`src/mmsq_pkg.sv`:
```
// Shared types and codes for the motor move segment queue.
`default_nettype none

package mmsq_pkg;

    localparam int DEFAULT_QUEUE_DEPTH = 16;

    localparam logic [1:0] REQ_ENQUEUE = 2'd0;
    localparam logic [1:0] REQ_ISSUE   = 2'd1;
    localparam logic [1:0] REQ_CHECK   = 2'd2;
    localparam logic [1:0] REQ_ADVANCE = 2'd3;

    localparam logic [2:0] STAT_OK          = 3'd0;
    localparam logic [2:0] STAT_FULL        = 3'd1;
    localparam logic [2:0] STAT_EMPTY       = 3'd2;
    localparam logic [2:0] STAT_ISSUED      = 3'd3;
    localparam logic [2:0] STAT_NOT_ISSUED  = 3'd4;

    typedef struct packed {
        logic [15:0] speed;
        logic [15:0] travel;
        logic [15:0] target;
        logic        issued;
    } seg_t;

endpackage

`default_nettype wire

```
`src/mmsq_seg_mem.sv`:
```
// Segment store: one write port, one read port with registered read data.
`default_nettype none

module mmsq_seg_mem
    import mmsq_pkg::*;
#(
    parameter int QUEUE_DEPTH = DEFAULT_QUEUE_DEPTH
) (
    input  wire logic                           aclk,
    input  wire logic                           wr_en,
    input  wire logic [$clog2(QUEUE_DEPTH)-1:0] wr_addr,
    input  wire seg_t                           wr_data,
    input  wire logic                           rd_en,
    input  wire logic [$clog2(QUEUE_DEPTH)-1:0] rd_addr,
    output seg_t                                rd_data
);

    seg_t seg_mem [QUEUE_DEPTH];
    seg_t rd_data_reg;

    always_ff @(posedge aclk) begin
        if (wr_en) begin
            seg_mem[wr_addr] <= wr_data;
        end
    end

    always_ff @(posedge aclk) begin
        if (rd_en) begin
            rd_data_reg <= seg_mem[rd_addr];
        end
    end

    assign rd_data = rd_data_reg;

endmodule

`default_nettype wire

```
`src/motor_move_segment_queue.sv`:
```
// Motor move segment queue: request channel, result channel, APB register port.
//
// A bounded queue of motor move segments (speed, travel, absolute pulse target,
// issued mark) held in a single-port-write, registered-read memory. Each request
// (enqueue, issue, check, advance) returns exactly one result item. A request is
// accepted and its head segment read in the idle state, then executed and written
// back in the execute state. An advance that leaves segments behind also passes
// through the rebase state: the new head is read during the execute cycle and its
// rebased target is written back in the next one, through the same memory ports.
// The block accepts one request at a time; a result waiting in the output
// register stalls only the execute step. clear_enable sits at byte address 0.
`default_nettype none

module motor_move_segment_queue
    import mmsq_pkg::*;
#(
    parameter int QUEUE_DEPTH = DEFAULT_QUEUE_DEPTH
) (
    input  wire logic        aclk,
    input  wire logic        aresetn,
    // request: [15:0] speed, [31:16] travel, [47:32] pulse_count
    input  wire logic        s_tvalid,
    output logic             s_tready,
    input  wire logic [47:0] s_tdata,
    // [1:0] req_type
    input  wire logic [1:0]  s_tuser,
    // result: [2:0] status, [3] reached, [4] cmd_valid, [19:5] cmd_speed,
    // [20] cmd_reverse, [52:21] position, [53] clear_encoder
    output logic             m_tvalid,
    input  wire logic        m_tready,
    output logic [55:0]      m_tdata,
    input  wire logic        psel,
    input  wire logic        penable,
    input  wire logic        pwrite,
    input  wire logic [2:0]  paddr,
    input  wire logic [31:0] pwdata,
    output logic [31:0]      prdata,
    output logic             pready
);

    localparam int IDX_W = $clog2(QUEUE_DEPTH);
    localparam int CNT_W = $clog2(QUEUE_DEPTH + 1);

    localparam logic [1:0] S_IDLE   = 2'd0;
    localparam logic [1:0] S_EXEC   = 2'd1;
    localparam logic [1:0] S_ADV_WB = 2'd2;

    logic [1:0]        state_reg, state_next;
    logic [IDX_W-1:0]  head_reg, head_next;
    logic [IDX_W-1:0]  tail_reg, tail_next;
    logic [CNT_W-1:0]  count_reg, count_next;
    logic signed [31:0] position_reg, position_next;
    logic [15:0]       tail_target_reg, tail_target_next;
    logic [15:0]       base_reg, base_next;
    logic              clear_enable_reg;

    logic [1:0]        req_reg;
    logic signed [15:0] speed_reg;
    logic [15:0]       travel_reg;
    logic [15:0]       pulse_reg;

    logic              out_valid_reg, out_valid_next;
    logic [2:0]        out_status_reg, out_status_next;
    logic              out_reached_reg, out_reached_next;
    logic              out_cvalid_reg, out_cvalid_next;
    logic [14:0]       out_cspeed_reg, out_cspeed_next;
    logic              out_crev_reg, out_crev_next;
    logic              out_clr_reg, out_clr_next;

    logic              mem_wr_en;
    logic [IDX_W-1:0]  mem_wr_addr;
    seg_t              mem_wr_data;
    logic              mem_rd_en;
    logic [IDX_W-1:0]  mem_rd_addr;
    seg_t              head_seg;

    logic              in_fire;
    logic              exec_go;
    logic              count_zero;
    logic              count_full;
    logic [15:0]       neg_speed;
    logic [14:0]       magnitude;
    logic              head_positive;
    logic [16:0]       delta;
    logic [15:0]       rebased_target;

    function automatic logic [IDX_W-1:0] wrap_inc(input logic [IDX_W-1:0] i);
        return (i == IDX_W'(QUEUE_DEPTH - 1)) ? '0 : i + 1'b1;
    endfunction

    assign s_tready   = (state_reg == S_IDLE);
    assign in_fire    = s_tvalid && s_tready;
    assign exec_go    = (state_reg == S_EXEC) && (!out_valid_reg || m_tready);
    assign count_zero = (count_reg == '0);
    assign count_full = (count_reg == CNT_W'(QUEUE_DEPTH));

    // speed magnitude, with the most negative value saturated
    assign neg_speed     = 16'(~head_seg.speed + 16'd1);
    assign magnitude     = head_seg.speed[15]
                         ? (neg_speed[15] ? 15'h7FFF : neg_speed[14:0])
                         : head_seg.speed[14:0];
    assign head_positive = (head_seg.speed != 16'd0) && !head_seg.speed[15];
    assign delta         = {1'b0, head_seg.travel} + {1'b0, 16'(pulse_reg - head_seg.target)};
    assign rebased_target = 16'(base_reg + head_seg.travel);

    mmsq_seg_mem #(
        .QUEUE_DEPTH (QUEUE_DEPTH)
    ) u_seg_mem (
        .aclk    (aclk),
        .wr_en   (mem_wr_en),
        .wr_addr (mem_wr_addr),
        .wr_data (mem_wr_data),
        .rd_en   (mem_rd_en),
        .rd_addr (mem_rd_addr),
        .rd_data (head_seg)
    );

    always_comb begin
        state_next       = state_reg;
        head_next        = head_reg;
        tail_next        = tail_reg;
        count_next       = count_reg;
        position_next    = position_reg;
        tail_target_next = tail_target_reg;
        base_next        = base_reg;
        out_valid_next   = out_valid_reg && !m_tready;
        out_status_next  = out_status_reg;
        out_reached_next = out_reached_reg;
        out_cvalid_next  = out_cvalid_reg;
        out_cspeed_next  = out_cspeed_reg;
        out_crev_next    = out_crev_reg;
        out_clr_next     = out_clr_reg;
        mem_wr_en        = 1'b0;
        mem_wr_addr      = head_reg;
        mem_wr_data      = head_seg;
        mem_rd_en        = 1'b0;
        mem_rd_addr      = head_reg;

        unique case (state_reg)
            S_IDLE: begin
                // read the head while the request is captured
                if (in_fire) begin
                    mem_rd_en  = 1'b1;
                    state_next = S_EXEC;
                end
            end
            S_EXEC: begin
                if (exec_go) begin
                    state_next       = S_IDLE;
                    out_valid_next   = 1'b1;
                    out_status_next  = STAT_OK;
                    out_reached_next = 1'b0;
                    out_cvalid_next  = 1'b0;
                    out_cspeed_next  = '0;
                    out_crev_next    = 1'b0;
                    out_clr_next     = 1'b0;
                    if (req_reg == REQ_ENQUEUE) begin
                        if (count_full) begin
                            out_status_next = STAT_FULL;
                        end else begin
                            mem_wr_en          = 1'b1;
                            mem_wr_addr        = tail_reg;
                            mem_wr_data.speed  = speed_reg;
                            mem_wr_data.travel = travel_reg;
                            mem_wr_data.target = 16'((count_zero ? pulse_reg : tail_target_reg)
                                                     + travel_reg);
                            mem_wr_data.issued = 1'b0;
                            tail_target_next   = mem_wr_data.target;
                            tail_next          = wrap_inc(tail_reg);
                            count_next         = count_reg + 1'b1;
                        end
                    end else if (count_zero) begin
                        out_status_next = STAT_EMPTY;
                    end else begin
                        unique case (req_reg)
                            REQ_ISSUE: begin
                                if (head_seg.issued) begin
                                    out_status_next = STAT_ISSUED;
                                end else begin
                                    out_cvalid_next    = 1'b1;
                                    out_cspeed_next    = magnitude;
                                    out_crev_next      = !head_positive;
                                    mem_wr_en          = 1'b1;
                                    mem_wr_data.issued = 1'b1;
                                end
                            end
                            REQ_CHECK: begin
                                if (pulse_reg >= head_seg.target) begin
                                    out_reached_next = 1'b1;
                                    position_next = head_positive
                                                  ? position_reg + 32'(delta)
                                                  : position_reg - 32'(delta);
                                end
                            end
                            default: begin
                                if (!head_seg.issued) begin
                                    out_status_next = STAT_NOT_ISSUED;
                                end else begin
                                    head_next    = wrap_inc(head_reg);
                                    count_next   = count_reg - 1'b1;
                                    out_clr_next = clear_enable_reg;
                                    base_next    = clear_enable_reg ? 16'd0 : pulse_reg;
                                    // fetch the new head for its rebase
                                    if (count_reg != CNT_W'(1)) begin
                                        mem_rd_en   = 1'b1;
                                        mem_rd_addr = wrap_inc(head_reg);
                                        state_next  = S_ADV_WB;
                                    end
                                end
                            end
                        endcase
                    end
                end
            end
            S_ADV_WB: begin
                mem_wr_en          = 1'b1;
                mem_wr_data.target = rebased_target;
                if (count_reg == CNT_W'(1)) begin
                    tail_target_next = rebased_target;
                end
                state_next = S_IDLE;
            end
            default: begin
                state_next = S_IDLE;
            end
        endcase
    end

    always_ff @(posedge aclk) begin
        if (!aresetn) begin
            state_reg        <= S_IDLE;
            head_reg         <= '0;
            tail_reg         <= '0;
            count_reg        <= '0;
            position_reg     <= '0;
            clear_enable_reg <= 1'b0;
            out_valid_reg    <= 1'b0;
        end else begin
            state_reg     <= state_next;
            head_reg      <= head_next;
            tail_reg      <= tail_next;
            count_reg     <= count_next;
            position_reg  <= position_next;
            out_valid_reg <= out_valid_next;
            if (psel && penable && pwrite && pready && (paddr[2] == 1'b0)) begin
                clear_enable_reg <= pwdata[0];
            end
        end
    end

    always_ff @(posedge aclk) begin
        if (in_fire) begin
            req_reg    <= s_tuser;
            speed_reg  <= s_tdata[15:0];
            travel_reg <= s_tdata[31:16];
            pulse_reg  <= s_tdata[47:32];
        end
        tail_target_reg <= tail_target_next;
        base_reg        <= base_next;
        out_status_reg  <= out_status_next;
        out_reached_reg <= out_reached_next;
        out_cvalid_reg  <= out_cvalid_next;
        out_cspeed_reg  <= out_cspeed_next;
        out_crev_reg    <= out_crev_next;
        out_clr_reg     <= out_clr_next;
    end

    assign m_tvalid = out_valid_reg;
    assign m_tdata  = {2'b00, out_clr_reg, position_reg, out_crev_reg, out_cspeed_reg,
                       out_cvalid_reg, out_reached_reg, out_status_reg};
    assign pready   = 1'b1;
    assign prdata   = (paddr[2] == 1'b0) ? {31'd0, clear_enable_reg} : 32'd0;

`ifndef SYNTH
    a_count_bound: assert property (@(posedge aclk) disable iff (!aresetn)
        count_reg <= CNT_W'(QUEUE_DEPTH))
        else $error("segment count above queue depth");

    a_ptr_match: assert property (@(posedge aclk) disable iff (!aresetn)
        (count_zero || count_full) |-> (head_reg == tail_reg))
        else $error("head and tail disagree on empty or full queue");

    a_accept_exec: assert property (@(posedge aclk) disable iff (!aresetn)
        in_fire |=> (state_reg == S_EXEC))
        else $error("accepted request did not reach execute");

    a_clear_ok: assert property (@(posedge aclk) disable iff (!aresetn)
        (out_valid_reg && out_clr_reg) |-> (out_status_reg == STAT_OK))
        else $error("encoder clear on a failed advance");

    a_rebase_after_pop: assert property (@(posedge aclk) disable iff (!aresetn)
        (state_reg == S_ADV_WB) |-> (count_reg != '0))
        else $error("rebase with an empty queue");
`endif

endmodule

`default_nettype wire

```
`config.mk`:
```
export PLATFORM = sky130hd
export DESIGN_NAME = motor_move_segment_queue
export DESIGN_NICKNAME = d
export VERILOG_FILES = /design/src/mmsq_pkg.sv /design/src/mmsq_seg_mem.sv /design/src/motor_move_segment_queue.sv
export SDC_FILE = /design/constraint.sdc
export NUM_CORES = 1
export LEC_CHECK = 0
export ABC_AREA = 1
export BUFFER_PORTS_ARGS = -buffer_cell sky130_fd_sc_hd__buf_4
export CORE_ASPECT_RATIO = 1.5
export CORE_MARGIN = 3
export CORE_UTILIZATION = 29
export DETAILED_ROUTE_END_ITERATION = 16
export GPL_TIMING_DRIVEN = 0
export MAX_ROUTING_LAYER = met4
export SKIP_CTS_REPAIR_TIMING = 1
export SYNTH_ARGS = -nofsm -noshare
export SYNTH_HDL_FRONTEND = slang
export SYNTH_HIERARCHICAL = 1
export SYNTH_SLANG_ARGS = --single-unit
```
`constraint.sdc`:
```
create_clock -name aclk -period 7.6 [get_ports aclk]
set_clock_uncertainty 0.2 [all_clocks]
set_input_delay 1.14 -clock aclk [delete_from_list [all_inputs] [get_ports aclk]]
set_output_delay 1.14 -clock aclk [all_outputs]
set_load 0.01 [all_outputs]
```
==> out/metrics.cfg <==
[worst_setup_path]
slowest_stage = xor2_1
crit_path_start_kind = flop
crit_required_ns = 7.99
crit_end = position_reg[25]$_SDFFE_PN0P_
critPathKind = flop to flop
reg2regPathDepth = 31
r2r-end = position_reg[25]$_SDFFE_PN0P_
cp.depth = 31
end_kind = flop
cpMostUsedCell = nand2_1
cp_top_family = simple AND/OR/NAND/NOR gates
timing.rr.start = u_seg_mem/rd_data[3]$_DFFE_PP_
arrival_ns = 7.34
path_max_fanout = 7
max_stage_delay_ns = 0.61
r2r_slack_ns = 0.65
timing.critical_path.buf_inv = 1
crit_path_start = u_seg_mem/rd_data[3]$_DFFE_PP_

[global_routing]
antenna_found_initial = 3
grtUsageTotal_pct = 19.5
grt_overflow = 0
grt_first_pass_wirelength_um = 234000
grt_pass1_vias = 35000
grt_max_degree = 52

[clock_tree]
path_clk_slew_ns = 0.06
cts_num_sinks = 986
numCtsBuffers = 95
clock_latency_ns = 0.71
cts_buffer_depth = 3
cts_tree = yes
cts-root-buf = clkbuf_16
htreeDepth = 3

[synth]
ys_seq_elements = 986
ys_seq_area_share_pct = 60.8
syn_area_per_cell_sq_um = 9.63
synth_warnings = 6
synth_top_area_share_pct = 58.8
synth_area_leaders = edfxtp_1 59%, nand2_1 11%, nand3_1 7.2%, inv_1 6.4%, ha_1 2.9%
synth_area_leader_cell = edfxtp_1
synthFlopType = edfxtp_1
netlist_area_sq_um = 47900
synthArstFlopShare_pct = 0
syn_inst = 4975
synth_edf_count = 937
synthDistinctLibCells = 53

[floorplanning]
die_w_um = 338
dieArea_sq_um = 170000
fp-row-count = 182
coreArea_sq_um = 164000
initial_utilization_pct = 29.2
dieHeight_um = 504
ios = 183

[power]
p_seq_share_pct = 49.2
switching_share_pct = 25.9
powerDensity_nw_per_um2 = 223
p_comb_share_pct = 12.2
pwr-share-clk_pct = 38.6
p_int_w = 0.00923
p_leak_nw = 23.7
ir_worst_vdd_mv = 0.199
p_sw_w = 0.00323

[layout]
instances_no_fill = 7466
drive_above_1_share_pct = 10.5
fin_nets = 5476
area_delta_synth_final_pct = 16.4
largest_reg_flops = 784

[sta]
relSlewSlack_pct = 1.44
finalSetupViolations = 0
fmax_mhz = 144
rsz0062_at_grt = no
slew_violations = 0
finalHoldViolCount = 0
finalCritPeriodShare_pct = 91.4
period_minus_slack_ns = 6.95
tightest_slew_ns = 1.48
setup_tns_ns = 0

[routing]
wl_per_cell_um = 22.1
num_vias = 36100
detail-route-antenna-nets = 0
drc = 0
drt_iter0_markers = 3501
wl_um = 165000
dr.pass1.iters = 5
via_per_inst = 4.84

[place]
place_inst = 7288
io_buffers = 115
place_congestion = 0.951
dp_hpwl_um = 119000

[status]
outcome = complete, no violations

[min_path]
hold_path.class = flop to flop

[run]
cap_violations = 0

==> stage by stage <==
| step | utilization, % | area (sq um) | worst slack (ns) | power (W) | hold WS [ns] |
|---|---|---|---|---|---|
| after floorplan | - | 48000 | 0.357 | 0.00722 | 0.257 |
| after global placement | 31.4 | 51500 | -4.39 | 0.00771 | 0.276 |
| after detailed placement | 32.1 | 52600 | 0.717 | 0.00774 | 0.289 |
| after CTS | 34.0 | 55700 | 0.700 | 0.0125 | 0.297 |
| after global routing | 34.0 | 55700 | 0.196 | 0.0129 | 0.313 |
| final | 34.0 | 55700 | 0.650 | 0.0125 | 0.304 |
==> cell usage in the layout (no fill, tap or decap), types with 10 or more instances in the layout <==
master	instances
nor2_4	18
a31oi_1	15
nand3_1	687
clkbuf_16	98
xnor2_1	30
o21ai_1	15
buf_6	30
conb_1	34
bufinv_16	10
buf_1	19
nand2_1	1429
nand4_1	14
inv_1	815
buf_2	81
clkinv_1	24
nor2_1	126
ha_1	110
xor2_1	42
a21o_1	11
o21ai_0	150
buf_4	198
clkinv_2	17
buf_12	29
edfxtp_1	937
a21oi_1	168
clkbuf_1	47
dfxtp_1	49
nor3_1	15
==> worst register-to-register path, delay by kind of cell, from the launching register on <==
family,cells,cell delay (ns)
AOI/OAI and AO/OA,7,1.90
buffers and inverters,1,0.09
and+or+nand+nor,18,2.45
xor gates and xnor gates,2,0.76
DFF,1,0.36
adders and majority gates,3,1.11
==> per-layer routing <==
metal | global-route usage [%] | part of all wire, %
met5 | - | 0
met4 | 13.0 | 7.4
met3 | 3.28 | 7.7
met2 | 33.7 | 50
met1 | 20.5 | 35
==> worst min-delay path by stage <==
stage | from | to | slack [ns] | depth (start not counted)
floorplan | state_reg[0]$_SDFFE_PN0P_ | state_reg[0]$_SDFFE_PN0P_ | 0.26 | 2
global placement | state_reg[0]$_SDFFE_PN0P_ | state_reg[0]$_SDFFE_PN0P_ | 0.28 | 2
detailed placement | state_reg[0]$_SDFFE_PN0P_ | state_reg[0]$_SDFFE_PN0P_ | 0.29 | 2
CTS | state_reg[0]$_SDFFE_PN0P_ | state_reg[0]$_SDFFE_PN0P_ | 0.30 | 2
global route | state_reg[0]$_SDFFE_PN0P_ | state_reg[0]$_SDFFE_PN0P_ | 0.31 | 2
finish | state_reg[0]$_SDFFE_PN0P_ | state_reg[0]$_SDFFE_PN0P_ | 0.30 | 2
==> power by group through the flow <==
stage | clock network, W | registers, W | logic (W)
after floorplan | 0 | 0.00622 | 0.00100
after global placement | 0 | 0.00626 | 0.00145
after detailed placement | 0 | 0.00625 | 0.00149
after CTS | 0.00489 | 0.00613 | 0.00150
after global routing | 0.00510 | 0.00613 | 0.00168
final | 0.00481 | 0.00613 | 0.00151
==> layout make-up <==
cell class	count	area (sq um)
clock buffer	108	2490
buffer	239	1490
tap	2116	2650
antenna	2	5.00
timing repair buffer	165	1780
fill	16500	108000
clock inverter	68	623
sequential	986	29100
inverter	823	3100
multi-input combinational	2959	14500
==> cells by family after synthesis <==
family,synth area share (%)
AND/OR/NAND/NOR,20.6
buffers and inverters,9.58
flip-flops,60.8
AO/OA/AOI/OAI,4.59
adder cells (fa/ha/maj),3.08
XOR/XNOR,1.32
other,0.0157
==> synthesized netlist by cell type (7+ instances only) <==
master and n:
nand2_1 1429, buf_4 76, o21ai_0 163, buf_2 79
a21oi_1 170, clkbuf_1 37, nor3_1 15, buf_6 28
nand4_1 14, nor2_1 142, edfxtp_1 937, inv_1 816
dfxtp_1 49, xnor2_1 30, a21o_1 11, or2_2 9
nand3_1 687, ha_1 110, xor2_1 42, o211ai_1 7
a31oi_1 22, buf_1 19
(Power assumes the default switching activity.)
